### config.mk
export PLATFORM = sky130hd
export DESIGN_NAME = sum_of_cosines_force_unit
export DESIGN_NICKNAME = d
export VERILOG_FILES = /design/src/rtl/scf_pkg.sv /design/src/rtl/sum_of_cosines_force_unit.sv /design/src/rtl/scf_cordic.sv
export SDC_FILE = /design/constraint.sdc
export NUM_CORES = 2
export LEC_CHECK = 0
export ABC_AREA = 0
export BUFFER_PORTS_ARGS = -buffer_cell sky130_fd_sc_hd__buf_4
export CORE_MARGIN = 2
export CORE_UTILIZATION = 25
export CTS_BUF_LIST = sky130_fd_sc_hd__clkbuf_16
export DETAILED_ROUTE_END_ITERATION = 10
export PLACE_DENSITY = 0.52
export SLEW_MARGIN = 40
export SYNTH_ARGS = -nofsm -noshare
export SYNTH_HDL_FRONTEND = slang
export SYNTH_SLANG_ARGS = --single-unit
### constraint.sdc
create_clock -name clk_i -period 6.75 [get_ports clk_i]
set_input_delay 1.35 -clock clk_i [delete_from_list [all_inputs] [get_ports clk_i]]
set_output_delay 1.35 -clock clk_i [all_outputs]
set_load 0.005 [all_outputs]
### src/rtl/scf_pkg.sv
// Package for the sum of cosines force unit: widths, register indexes,
// CORDIC constants and the result type of the CORDIC core. No dependencies.
`timescale 1ns / 1ps
`default_nettype none

package scf_pkg;

  localparam int TONES  = 3;
  localparam int TONE_W = (TONES > 1) ? $clog2(TONES) : 1;
  localparam int CNT_W  = 2;

  localparam int IN_W   = 32;
  localparam int OUT_W  = 18;
  localparam int TD_W   = ((OUT_W + 7) / 8) * 8;
  localparam int AMP_W  = 16;
  localparam int STEP_W = 32;

  localparam int CFG_ADDR_W = 3;
  localparam int CFG_DATA_W = 32;

  localparam logic [CFG_ADDR_W-1:0] REG_TONE_COUNT = 3'd0;
  localparam logic [CFG_ADDR_W-1:0] REG_AMP_BASE   = 3'd1;
  localparam logic [CFG_ADDR_W-1:0] REG_STEP_BASE  = 3'd4;

  // phase multiply: two tick bits per cycle, MSB first
  localparam int PH_DIGITS = IN_W / 2;
  localparam int PH_CNT_W  = $clog2(PH_DIGITS);

  localparam int CORDIC_ITERS = 16;
  localparam int ITER_W       = $clog2(CORDIC_ITERS);
  localparam int XY_W         = 33;
  localparam int Z_W          = 32;
  localparam int COS_W        = 17;
  localparam int Q15_W        = 16;
  localparam int PROD_W       = AMP_W + COS_W;

  localparam logic signed [XY_W-1:0] CORDIC_X0 = 33'sd652032874;

  typedef struct packed {
    logic                    done;
    logic signed [COS_W-1:0] cosine;
  } cos_res_t;

  function automatic logic signed [Z_W-1:0] atan_val(input logic [ITER_W-1:0] idx);
    logic signed [Z_W-1:0] v;
    case (idx)
      4'd0:    v = 32'sh20000000;
      4'd1:    v = 32'sh12E4051E;
      4'd2:    v = 32'sh09FB385B;
      4'd3:    v = 32'sh051111D4;
      4'd4:    v = 32'sh028B0D43;
      4'd5:    v = 32'sh0145D7E1;
      4'd6:    v = 32'sh00A2F61E;
      4'd7:    v = 32'sh00517C55;
      4'd8:    v = 32'sh0028BE53;
      4'd9:    v = 32'sh00145F2F;
      4'd10:   v = 32'sh000A2F98;
      4'd11:   v = 32'sh000517CC;
      4'd12:   v = 32'sh00028BE6;
      4'd13:   v = 32'sh000145F3;
      4'd14:   v = 32'sh0000A2FA;
      4'd15:   v = 32'sh0000517D;
      default: v = '0;
    endcase
    return v;
  endfunction

endpackage

`default_nettype wire

### src/rtl/sum_of_cosines_force_unit.sv
// Top level of the sum of cosines force unit: config registers, serial phase
// multiply, tone sequencer, multiply-accumulate. Depends on scf_pkg, scf_cordic.
//
//   channel   dir  handshake                      payload
//   cfg       in   cfg_we_i                       cfg_addr_i, cfg_wdata_i
//   s_axis    in   s_axis_tvalid/s_axis_tready    time_tick
//   m_axis    out  m_axis_tvalid/m_axis_tready    force_sample
//
// The phase multiply takes two tick bits per cycle for all tones.
// The shared CORDIC takes 16 rotations plus rounding for each tone.
// One item in flight; a finished result waits in the output register while
// the next item is taken. Reset puts the control state in idle and clears the config to zero.
`timescale 1ns / 1ps
`default_nettype none

module sum_of_cosines_force_unit (
  input  wire logic                            clk_i,
  input  wire logic                            rst_ni,
  input  wire logic                            cfg_we_i,
  input  wire logic [scf_pkg::CFG_ADDR_W-1:0]  cfg_addr_i,
  input  wire logic [scf_pkg::CFG_DATA_W-1:0]  cfg_wdata_i,
  input  wire logic                            s_axis_tvalid,
  output logic                                 s_axis_tready,
  input  wire logic [scf_pkg::IN_W-1:0]        s_axis_tdata,  // [31:0] time_tick
  output logic                                 m_axis_tvalid,
  input  wire logic                            m_axis_tready,
  output logic [scf_pkg::TD_W-1:0]             m_axis_tdata   // [17:0] force_sample
);

  typedef enum logic [5:0] {
    ST_IDLE   = 6'b000001,
    ST_PHASE  = 6'b000010,
    ST_LAUNCH = 6'b000100,
    ST_ROT    = 6'b001000,
    ST_ACC    = 6'b010000,
    ST_DONE   = 6'b100000
  } state_e;

  localparam logic signed [scf_pkg::PROD_W-1:0] RND_HALF = 33'sd16384;

  state_e                                 state_q, state_d;
  logic [scf_pkg::CNT_W-1:0]              tone_cnt_q, n_eff;
  logic signed [scf_pkg::AMP_W-1:0]       amp_q  [scf_pkg::TONES];
  logic [scf_pkg::STEP_W-1:0]             step_q [scf_pkg::TONES];
  logic [scf_pkg::IN_W-1:0]               tick_q;
  logic [31:0]                            phase_q [scf_pkg::TONES];
  logic [31:0]                            phase_d [scf_pkg::TONES];
  logic [scf_pkg::PH_CNT_W-1:0]           dig_q;
  logic [scf_pkg::TONE_W-1:0]             k_q;
  logic signed [scf_pkg::PROD_W-1:0]      prod_q, prod_d, prod_rnd;
  logic [scf_pkg::OUT_W-1:0]              sum_q, out_q;
  logic                                   out_valid_q;
  logic                                   start;
  logic                                   in_acc, out_load, more_tones;
  scf_pkg::cos_res_t                      cres;

  assign n_eff = (tone_cnt_q > scf_pkg::CNT_W'(scf_pkg::TONES)) ?
                 scf_pkg::CNT_W'(scf_pkg::TONES) : tone_cnt_q;

  // config registers
  always_ff @(posedge clk_i or negedge rst_ni) begin
    if (!rst_ni) begin
      tone_cnt_q <= '0;
      for (int k = 0; k < scf_pkg::TONES; k++) begin
        amp_q[k]  <= '0;
        step_q[k] <= '0;
      end
    end else if (cfg_we_i) begin
      if (cfg_addr_i == scf_pkg::REG_TONE_COUNT) begin
        tone_cnt_q <= cfg_wdata_i[scf_pkg::CNT_W-1:0];
      end
      for (int k = 0; k < scf_pkg::TONES; k++) begin
        if (cfg_addr_i == scf_pkg::REG_AMP_BASE + scf_pkg::CFG_ADDR_W'(k)) begin
          amp_q[k] <= cfg_wdata_i[scf_pkg::AMP_W-1:0];
        end
        if (cfg_addr_i == scf_pkg::REG_STEP_BASE + scf_pkg::CFG_ADDR_W'(k)) begin
          step_q[k] <= cfg_wdata_i[scf_pkg::STEP_W-1:0];
        end
      end
    end
  end

  // radix-4 phase multiply, all tones in parallel
  always_comb begin
    logic [1:0] dig;
    dig = tick_q[scf_pkg::IN_W-1 -: 2];
    for (int k = 0; k < scf_pkg::TONES; k++) begin
      phase_d[k] = {phase_q[k][29:0], 2'b00}
                 + (dig[0] ? step_q[k] : 32'd0)
                 + (dig[1] ? {step_q[k][30:0], 1'b0} : 32'd0);
    end
  end

  assign in_acc     = s_axis_tvalid && s_axis_tready;
  assign out_load   = (state_q == ST_DONE) && (!out_valid_q || m_axis_tready);
  assign more_tones = ({1'b0, k_q} + 1'b1) < {1'b0, n_eff};
  assign start      = (state_q == ST_LAUNCH);
  assign prod_d     = amp_q[k_q] * cres.cosine;
  assign prod_rnd   = (prod_q + RND_HALF) >>> 15;

  always_comb begin
    state_d = state_q;
    case (state_q)
      ST_IDLE: begin
        if (in_acc) state_d = ST_PHASE;
      end
      ST_PHASE: begin
        if (dig_q == scf_pkg::PH_CNT_W'(scf_pkg::PH_DIGITS - 1)) begin
          state_d = (n_eff == '0) ? ST_DONE : ST_LAUNCH;
        end
      end
      ST_LAUNCH: state_d = ST_ROT;
      ST_ROT: begin
        if (cres.done) state_d = ST_ACC;
      end
      ST_ACC: state_d = more_tones ? ST_LAUNCH : ST_DONE;
      ST_DONE: begin
        if (out_load) state_d = ST_IDLE;
      end
      default: state_d = ST_IDLE;
    endcase
  end

  always_ff @(posedge clk_i or negedge rst_ni) begin
    if (!rst_ni) begin
      state_q     <= ST_IDLE;
      out_valid_q <= 1'b0;
      dig_q       <= '0;
      k_q         <= '0;
      sum_q       <= '0;
    end else begin
      state_q <= state_d;
      if (out_load) begin
        out_valid_q <= 1'b1;
      end else if (m_axis_tready) begin
        out_valid_q <= 1'b0;
      end
      if (in_acc) begin
        dig_q <= '0;
        k_q   <= '0;
        sum_q <= '0;
      end else begin
        if (state_q == ST_PHASE) dig_q <= dig_q + 1'b1;
        if (state_q == ST_ACC) begin
          sum_q <= sum_q + prod_rnd[scf_pkg::OUT_W-1:0];
          if (more_tones) k_q <= k_q + 1'b1;
        end
      end
    end
  end

  always_ff @(posedge clk_i) begin
    if (in_acc) begin
      tick_q <= s_axis_tdata;
      for (int k = 0; k < scf_pkg::TONES; k++) begin
        phase_q[k] <= '0;
      end
    end else if (state_q == ST_PHASE) begin
      tick_q <= {tick_q[scf_pkg::IN_W-3:0], 2'b00};
      for (int k = 0; k < scf_pkg::TONES; k++) begin
        phase_q[k] <= phase_d[k];
      end
    end
    if (state_q == ST_ROT && cres.done) begin
      prod_q <= prod_d;
    end
    if (out_load) begin
      out_q <= sum_q;
    end
  end

  scf_cordic u_cordic (
    .clk_i   (clk_i),
    .rst_ni  (rst_ni),
    .start_i (start),
    .phase_i (phase_q[k_q]),
    .res_o   (cres)
  );

  assign s_axis_tready = (state_q == ST_IDLE);
  assign m_axis_tvalid = out_valid_q;
  assign m_axis_tdata  = {{(scf_pkg::TD_W - scf_pkg::OUT_W){1'b0}}, out_q};

endmodule

`default_nettype wire

### src/rtl/scf_cordic.sv
// Iterative CORDIC cosine: one rotation per cycle, quadrant fold, Q2.15 out.
// Depends on scf_pkg.
`timescale 1ns / 1ps
`default_nettype none

module scf_cordic (
  input  wire logic                  clk_i,
  input  wire logic                  rst_ni,
  input  wire logic                  start_i,
  input  wire logic [31:0]           phase_i,
  output scf_pkg::cos_res_t          res_o
);

  localparam logic signed [scf_pkg::XY_W-1:0] RND_HALF = 33'sd16384;
  localparam logic signed [scf_pkg::XY_W-1:0] Q15_MAX  = 33'sd32767;
  localparam logic signed [scf_pkg::XY_W-1:0] Q15_MIN  = -33'sd32768;

  logic                               busy_q, fin_q, done_q;
  logic signed [scf_pkg::XY_W-1:0]    x_q, y_q, x_d, y_d;
  logic signed [scf_pkg::Z_W-1:0]     z_q, z_d;
  logic [scf_pkg::ITER_W-1:0]         iter_q;
  logic [1:0]                         quad_q;
  logic signed [scf_pkg::COS_W-1:0]   cos_q, cos_d;
  logic signed [scf_pkg::XY_W-1:0]    xs, ys;
  logic signed [scf_pkg::Z_W-1:0]     ang;
  logic signed [scf_pkg::Q15_W-1:0]   xc, yc;
  logic                               last_iter;

  function automatic logic signed [scf_pkg::Q15_W-1:0] to_q15(
    input logic signed [scf_pkg::XY_W-1:0] v);
    logic signed [scf_pkg::XY_W-1:0] r;
    logic signed [scf_pkg::Q15_W-1:0] o;
    r = (v + RND_HALF) >>> 15;
    if (r > Q15_MAX) begin
      o = Q15_MAX[scf_pkg::Q15_W-1:0];
    end else if (r < Q15_MIN) begin
      o = Q15_MIN[scf_pkg::Q15_W-1:0];
    end else begin
      o = r[scf_pkg::Q15_W-1:0];
    end
    return o;
  endfunction

  assign last_iter = (iter_q == scf_pkg::ITER_W'(scf_pkg::CORDIC_ITERS - 1));

  always_comb begin
    xs  = x_q >>> iter_q;
    ys  = y_q >>> iter_q;
    ang = scf_pkg::atan_val(iter_q);
    if (!z_q[scf_pkg::Z_W-1]) begin
      x_d = x_q - ys;
      y_d = y_q + xs;
      z_d = z_q - ang;
    end else begin
      x_d = x_q + ys;
      y_d = y_q - xs;
      z_d = z_q + ang;
    end
  end

  always_comb begin
    xc = to_q15(x_q);
    yc = to_q15(y_q);
    case (quad_q)
      2'd0:    cos_d = {xc[scf_pkg::Q15_W-1], xc};
      2'd1:    cos_d = -{yc[scf_pkg::Q15_W-1], yc};
      2'd2:    cos_d = -{xc[scf_pkg::Q15_W-1], xc};
      2'd3:    cos_d = {yc[scf_pkg::Q15_W-1], yc};
      default: cos_d = '0;
    endcase
  end

  always_ff @(posedge clk_i or negedge rst_ni) begin
    if (!rst_ni) begin
      busy_q <= 1'b0;
      fin_q  <= 1'b0;
      done_q <= 1'b0;
      iter_q <= '0;
    end else begin
      fin_q  <= busy_q && last_iter && !start_i;
      done_q <= fin_q;
      if (start_i) begin
        busy_q <= 1'b1;
        iter_q <= '0;
      end else if (busy_q) begin
        iter_q <= iter_q + 1'b1;
        if (last_iter) begin
          busy_q <= 1'b0;
        end
      end
    end
  end

  always_ff @(posedge clk_i) begin
    if (start_i) begin
      x_q    <= scf_pkg::CORDIC_X0;
      y_q    <= '0;
      z_q    <= {2'b00, phase_i[29:0]};
      quad_q <= phase_i[31:30];
    end else if (busy_q) begin
      x_q <= x_d;
      y_q <= y_d;
      z_q <= z_d;
    end
    if (fin_q) begin
      cos_q <= cos_d;
    end
  end

  assign res_o = '{done: done_q, cosine: cos_q};

endmodule

`default_nettype wire

==> Word-level counts from Yosys, hierarchy flattened <==
Memories as Yosys holds them, arrays and structs flattened.
Index checks and enable logic that the tools add are counted.
{ "classes": {"add_sub_neg": 22, "multipliers": 1, "magnitude_cmp": 7, "eq_ne": 21, "shifts": 2, "mux": 51, "bitwise": 4, "n_reduce_logical": 25} }
{ "op_table": {"columns": ["cell", "count"], "rows": [
  ["$mux W32", 12],
  ["$add A32 B32 Y32", 7],
  ["$add A33 B16 Y33 const B", 3],
  ["$mux W16", 6],
  ["$pmux W17 S4", 1],
  ["$add A33 B33 Y33", 2],
  ["$mux W33", 2],
  ["$sshr A33 B4 Y33", 2],
  ["$sub A33 B33 Y33", 2],
  ["$mux W30", 2],
  ["$gt A18 B16 Y1 const B", 2],
  ["$lt A18 B16 Y1 const B", 2],
  ["$mux W18", 2],
  ["$mux W6", 6],
  ["$pmux W6 S6", 1],
  ["$neg A17 Y17", 2],
  ["$mul A16 B17 Y33", 1],
  ["$bmux W16 S2", 1],
  ["$sub A32 B32 Y32", 1],
  ["$add A18 B18 Y18", 1],
  ["$mux W4", 4],
  ["$reduce_and A2 Y1", 8],
  ["$mux W1", 10],
  ["$reduce_bool A2 Y1", 5],
  ["other kinds (29)", 48]
]} }
{ "totals": {"register_bits": 384, "mem_bits_rw": 96, "rom_bits": 480, "input_bits": 72, "output_inout_bits": 26, "elab_cells": 160, "mem_count": 2} }
{ "mem_list": {"columns": ["name", "depth", "width", "read_ports", "rd_ports_with_merged_regs", "write_ports", "line", "text"], "rows": [
  ["(no name shown)", 16, 30, 1, 0, 0, "scf_pkg.sv:46", "case (idx)"],
  ["phase_q", 3, 32, 4, 0, 3, "sum_of_cosines_force_unit.sv:46", "logic [31:0] phase_q [scf_pkg::TONES];"]
]} }

==> Logic depth before layout (Yosys ltp) <==
{ "depth": {"ltp_word": 6, "ltp_mapped": 33, "depth_no_buf": 27} }

==> Hierarchy <==
From an unflattened synthesis, not the netlist that was laid out.
{ "hier_totals": {"hier_cells": 5504, "area_unflattened_um2": 49626.3} }
{ "by_module_without_submodules": {"columns": ["module", "instances", "cells_each", "area_each_um2", "seq_area_each_um2"], "rows": [
  ["sum_of_cosines_force_unit", 1, 3336, 32284.7, 9385.3],
  ["scf_cordic", 1, 2168, 17341.6, 3007.9]
]} }

==> Worst setup path before layout <==
OpenSTA, ideal clock, no wires.
{ "synth_path": {"path_kind": "reg2reg", "start": "reg k_q[1] (netlist name)", "end": "reg prod_q[32] (netlist name), data pin", "setup_ns": 0.260, "arrival_time_ns": 7.234, "required_time_ns": 6.490, "slack_ns": -0.744, "path_stages_with_launch": 28, "path_buffers": 3, "period_less_slack_ns": 7.494, "path_cell_list": "dfrtp_1 buf_1 clkbuf_1 mux2i_1 o21ai_1 clkbuf_1 nand2_1 fa_1 inv_1 fa_1 fa_1 fa_1 fa_1 inv_1 fa_1 inv_1 ha_1 a21o_1 a21o_1 a21o_1 a21oi_1 o211a_1 a21oi_1 or3_1 a21oi_1 o21bai_1 a21oi_1 xnor2_1"} }
{ "synth_via": {"elab_chain_len": 5} }
{ "synth_rtl": {"columns": ["element", "line", "text"], "rows": [
  ["from (decl)", "sum_of_cosines_force_unit.sv:49", "logic [scf_pkg::TONE_W-1:0] k_q;"],
  ["from (signal assigned)", "sum_of_cosines_force_unit.sv:146", "if (more_tones) k_q <= k_q + 1'b1;"],
  ["$not A2 Y3 (implied by the code)", "sum_of_cosines_force_unit.sv:98", "assign prod_d = amp_q[k_q] * cres.cosine;"],
  ["$bmux W16 S2", "sum_of_cosines_force_unit.sv:98", null],
  ["$mux W16 (implied by the code) (2 in series)", "sum_of_cosines_force_unit.sv:98", null],
  ["$mul A16 B17 Y33", "sum_of_cosines_force_unit.sv:98", null],
  ["net prod_d (one bit)", "sum_of_cosines_force_unit.sv:50", "logic signed [scf_pkg::PROD_W-1:0] prod_q, prod_d, prod_rnd;"],
  ["to (signal assigned)", "sum_of_cosines_force_unit.sv:165", "prod_q <= prod_d;"],
  ["to (decl)", "sum_of_cosines_force_unit.sv:50", null]
]} }
The timed path passes the listed nets, and every way through them passes these cells. The select of a mux whose other input is x is not followed.
A chain may end at the register's enable or synchronous reset.

==> Worst setup path in the final report <==
Ends and elaborated chain as after synthesis.

==> metrics.csv <==
stage;metric;value;unit
sta;fin crit period;6878;ps
global_routing;gr ovfl total;0;
drt;DRT iter0 DRCs;2464;
drt;DR vias;38993;
synthesis;YS warnings;0;
drt;final WL;142300;microns
place;placed cell areas;53680;sq um
worst_setup_path;CP max-delay cell;fa_1;
finish;Synth-to-Final Area Change;14.66;%
finish;Storage cell area;12420;sq um
worst_setup_path;CP Launch Type;register;
floorplanning;io pins;98;
floorplanning;Die Y-Extent;446.8;microns
global_routing;largest net degree at the start of global routing;128;
clock_tree;CTS tree;yes;
worst_setup_path;critical path's largest stage delay;560;ps
synthesis;Syn Area/Cell;8.983;sq um
synthesis;synth cell count leaders;nand2_1, inv_1, fa_1, nor2_1, a21oi_1;
global_routing;first-pass GRT wire length;225800;microns
sta;Worst Clk Skew;68.66;ps
floorplanning;effective utilization at floorplan;25.14;%
drt;via/cell ratio;4.717;
floorplanning;Core Rows;162;
worst_setup_path;worst path buffer plus inverter count;7;
run;MaxCap Viol Count;0;
synthesis;Seq/Total Area, Yosys;25.28;%
clock_tree;CTS Buf Count;59;
synthesis;Netlist cell types;94;
clock_tree;Longest Clk Path Bufs;3;
sta;final worst-path setup slack;-128.0;ps
floorplanning;die area;199600;sq um
sta;Slew HR;44.25;%
synthesis;Gate Count Post-Synth;5457;
run_status;status;finished with violations;
synthesis;number of synthesized register bits;466;
clock_tree;Clock Latency Late Sink;710;ps
drt;WL per Instance;17.21;microns
sta;Max Fclk;145.4;MHz
finish;post-route cell area;56210;sq um
finish;fillcell total;20798;
synthesis;EDFF count, synth;214;
finish;area of the multi-input gates;33380;sq um
sta;Final Setup Violations;2;
sta;RSZ-0062 raised after global routing;yes;
synthesis;top_reg_cell synth;edfxtp_1;
synthesis;top post-synthesis cells by area;fa_1, edfxtp_1, dfrtp_1;
place;hpwl dp;108900;microns
finish;layout cells sized above 1;13.56;%
floorplanning;Die X-Extent;446.8;microns
worst_setup_path;CP endpoint kind;register;
worst_hold_path;hold crit path type;reg -> reg;
worst_setup_path;CP max FO;8;
clock_tree;H-Tree Level Count;2;
worst_setup_path;critical path type;reg -> reg;
worst_setup_path;critical path required time;7130;ps
global_routing;initial antenna violation count;8;
floorplanning;Core Region;195000;sq um
place;port buffer count;91;
global_routing;all-layer global routing usage;14.14;%
clock_tree;root buffer cell;clkbuf_16;
place;Final GP Congestion;0.8808;
worst_setup_path;Top Family by Delay on Critical Path;adder cells;
worst_setup_path;critical path's most frequent cell;fa_1;
drt;# DRC;0;
run_status;failing checks;setup timing;
synthesis;most common cell in the netlist;nand2_1;
clock_tree;Clock Sink Count;466;
synthesis;synthesized area;49020;sq um
sta;worst slew pin tran;830.6;ps
sta;Final Hold Fails;0;
synthesis;largest area contributor in the netlist;fa_1;
drt;drt pass-1 iters;6;
synthesis;post-synth top area share;15.11;%
sta;Final Max Tran Viols;0;
finish;Final #Nets;6330;
sta;Period Utilization, post-route;101.9;%
global_routing;vias in the first global route;39597;
drt;post-route ant nets;0;
worst_setup_path;CP Data Arrival Time;7260;ps
synthesis;Synth async-reset ratio;39.48;%
clock_tree;clock-pin slew on the worst setup and hold paths;60;ps
-- layout make-up --
cell class,count,area share (%)
Antenna cell,2,0.008904
Clock buffer,60,2.671
Clock inverter,52,0.7969
Inverter,647,4.321
Multi-Input combinational cell,4082,59.39
Sequential cell,466,22.10
Tap cell,2624,5.841
Timing Repair Buffer,334,4.877
-- registers in the layout (all words and copies together), names as in the netlist --
register         flops
tone_cnt_q           2
out_q               18
dig_q                4
step_q              96
sum_q               18
u_cordic.z_q        32
u_cordic.busy_q      1
u_cordic.iter_q      4
m_axis_tvalid        1
u_cordic.x_q        33
u_cordic.cos_q      17
u_cordic.done_q      1
prod_q              19
tick_q              32
amp_q               48
k_q                  2
u_cordic.fin_q       1
state_q              6
phase_q             96
u_cordic.y_q        33
u_cordic.quad_q      2
-- stage by stage --
| stage | cells | setup slack, ps | utilization [%] | TNS, ps | hold WS [ps] |
|---|---|---|---|---|---|
| after floorplan | 5462 | -13.73 | - | -13.73 | 431.5 |
| after global placement | 8122 | -401.5 | 27.51 | -2253 | 441.6 |
| after detailed placement | 8124 | -441.5 | 27.53 | -2574 | 470.8 |
| after CTS | 8251 | -221.8 | 28.66 | -372.6 | 485.4 |
| after global routing | 8267 | -380.0 | 28.83 | -2033 | 499.8 |
| final | 8267 | -128.0 | 28.83 | -162.8 | 484.0 |
-- worst register-to-register path, stage by stage, from the launching register on --
cell,delay (ps)
dfrtp_4,520
buf_8,150
buf_12,140
mux2i_4,210
o21ai_4,100
buf_6,140
buf_4,130
buf_4,160
and2_1,180
fa_1,560
fa_1,450
fa_1,520
fa_1,430
fa_1,500
inv_1,50
fa_1,480
inv_1,40
ha_1,300
a21o_1,190
a21o_1,160
a21oi_2,120
o211a_1,180
a21oi_2,70
or3_4,340
a21oi_2,160
o21bai_1,100
a21oi_1,160
xnor2_1,90
-- layout by cell type, fill, tap and decap left out, types with 40 or more instances in the layout --
cell type / n
mux2_2: 176
and3_1: 60
xnor2_1: 205
clkbuf_16: 60
a21oi_1: 291
and2_1: 162
dfrtp_1: 176
buf_4: 302
o21a_1: 41
a21o_1: 103
nor2b_1: 40
mux4_2: 54
dfxtp_1: 67
xor2_1: 139
fa_1: 363
mux2i_1: 130
nor3_1: 67
o21ai_0: 224
nand3_1: 111
inv_1: 649
nor2_1: 357
edfxtp_1: 214
nand2_1: 685
a211oi_1: 48
ha_1: 296
a31oi_1: 50
-- cells by family after synthesis --
logic type | after synthesis | share of synthesized area [%]
fa+ha+maj | 668 | 22.72
xor+xnor | 344 | 6.146
flops | 466 | 25.28
buf+inv | 914 | 7.371
other cells | 1 | 0.007650
compound gates | 1014 | 13.10
mux | 374 | 9.581
simple gates | 1676 | 15.80
-- path summary, 6_finish.rpt --
| path | start | end | slack [ps] | depth (start not counted) |
|---|---|---|---|---|
| setup / recovery | k_q[1] | prod_q[32] | -130 | 27 |
| hold / removal | sum_q[17] | out_q[17] | 480 | 0 |
| setup reg to reg | k_q[1] | prod_q[32] | -130 | 27 |
| hold reg to reg | sum_q[17] | out_q[17] | 480 | 0 |
| max in group asynchronous | rst_ni | step_q[51] | 4970 | 3 |
| min in group asynchronous | rst_ni | sum_q[17] | 630 | 1 |
-- metal layers --
layer / GRT usage (%) / vias up / share of wire [%]
met5: 0 / - / 0
li1: - / 18782 / -
met3: 1.523 / 159 / 3.8
met1: 19.23 / 19293 / 46
met2: 23.76 / 759 / 47
met4: 3.754 / 0 / 2.6
-- timing repair --
action,4_1_cts,5_1_grt
buffers inserted,14,11
cloned,1,1
resized for setup,36,41
hold endpoints to repair,0,0
endpoints found under the setup margin,13,20
hold buffers,0,0
pin swaps,21,34
Power is left out: the tool's default activity adds up to more than one toggle a clock period on the data nets, which glitch-free logic cannot reach.
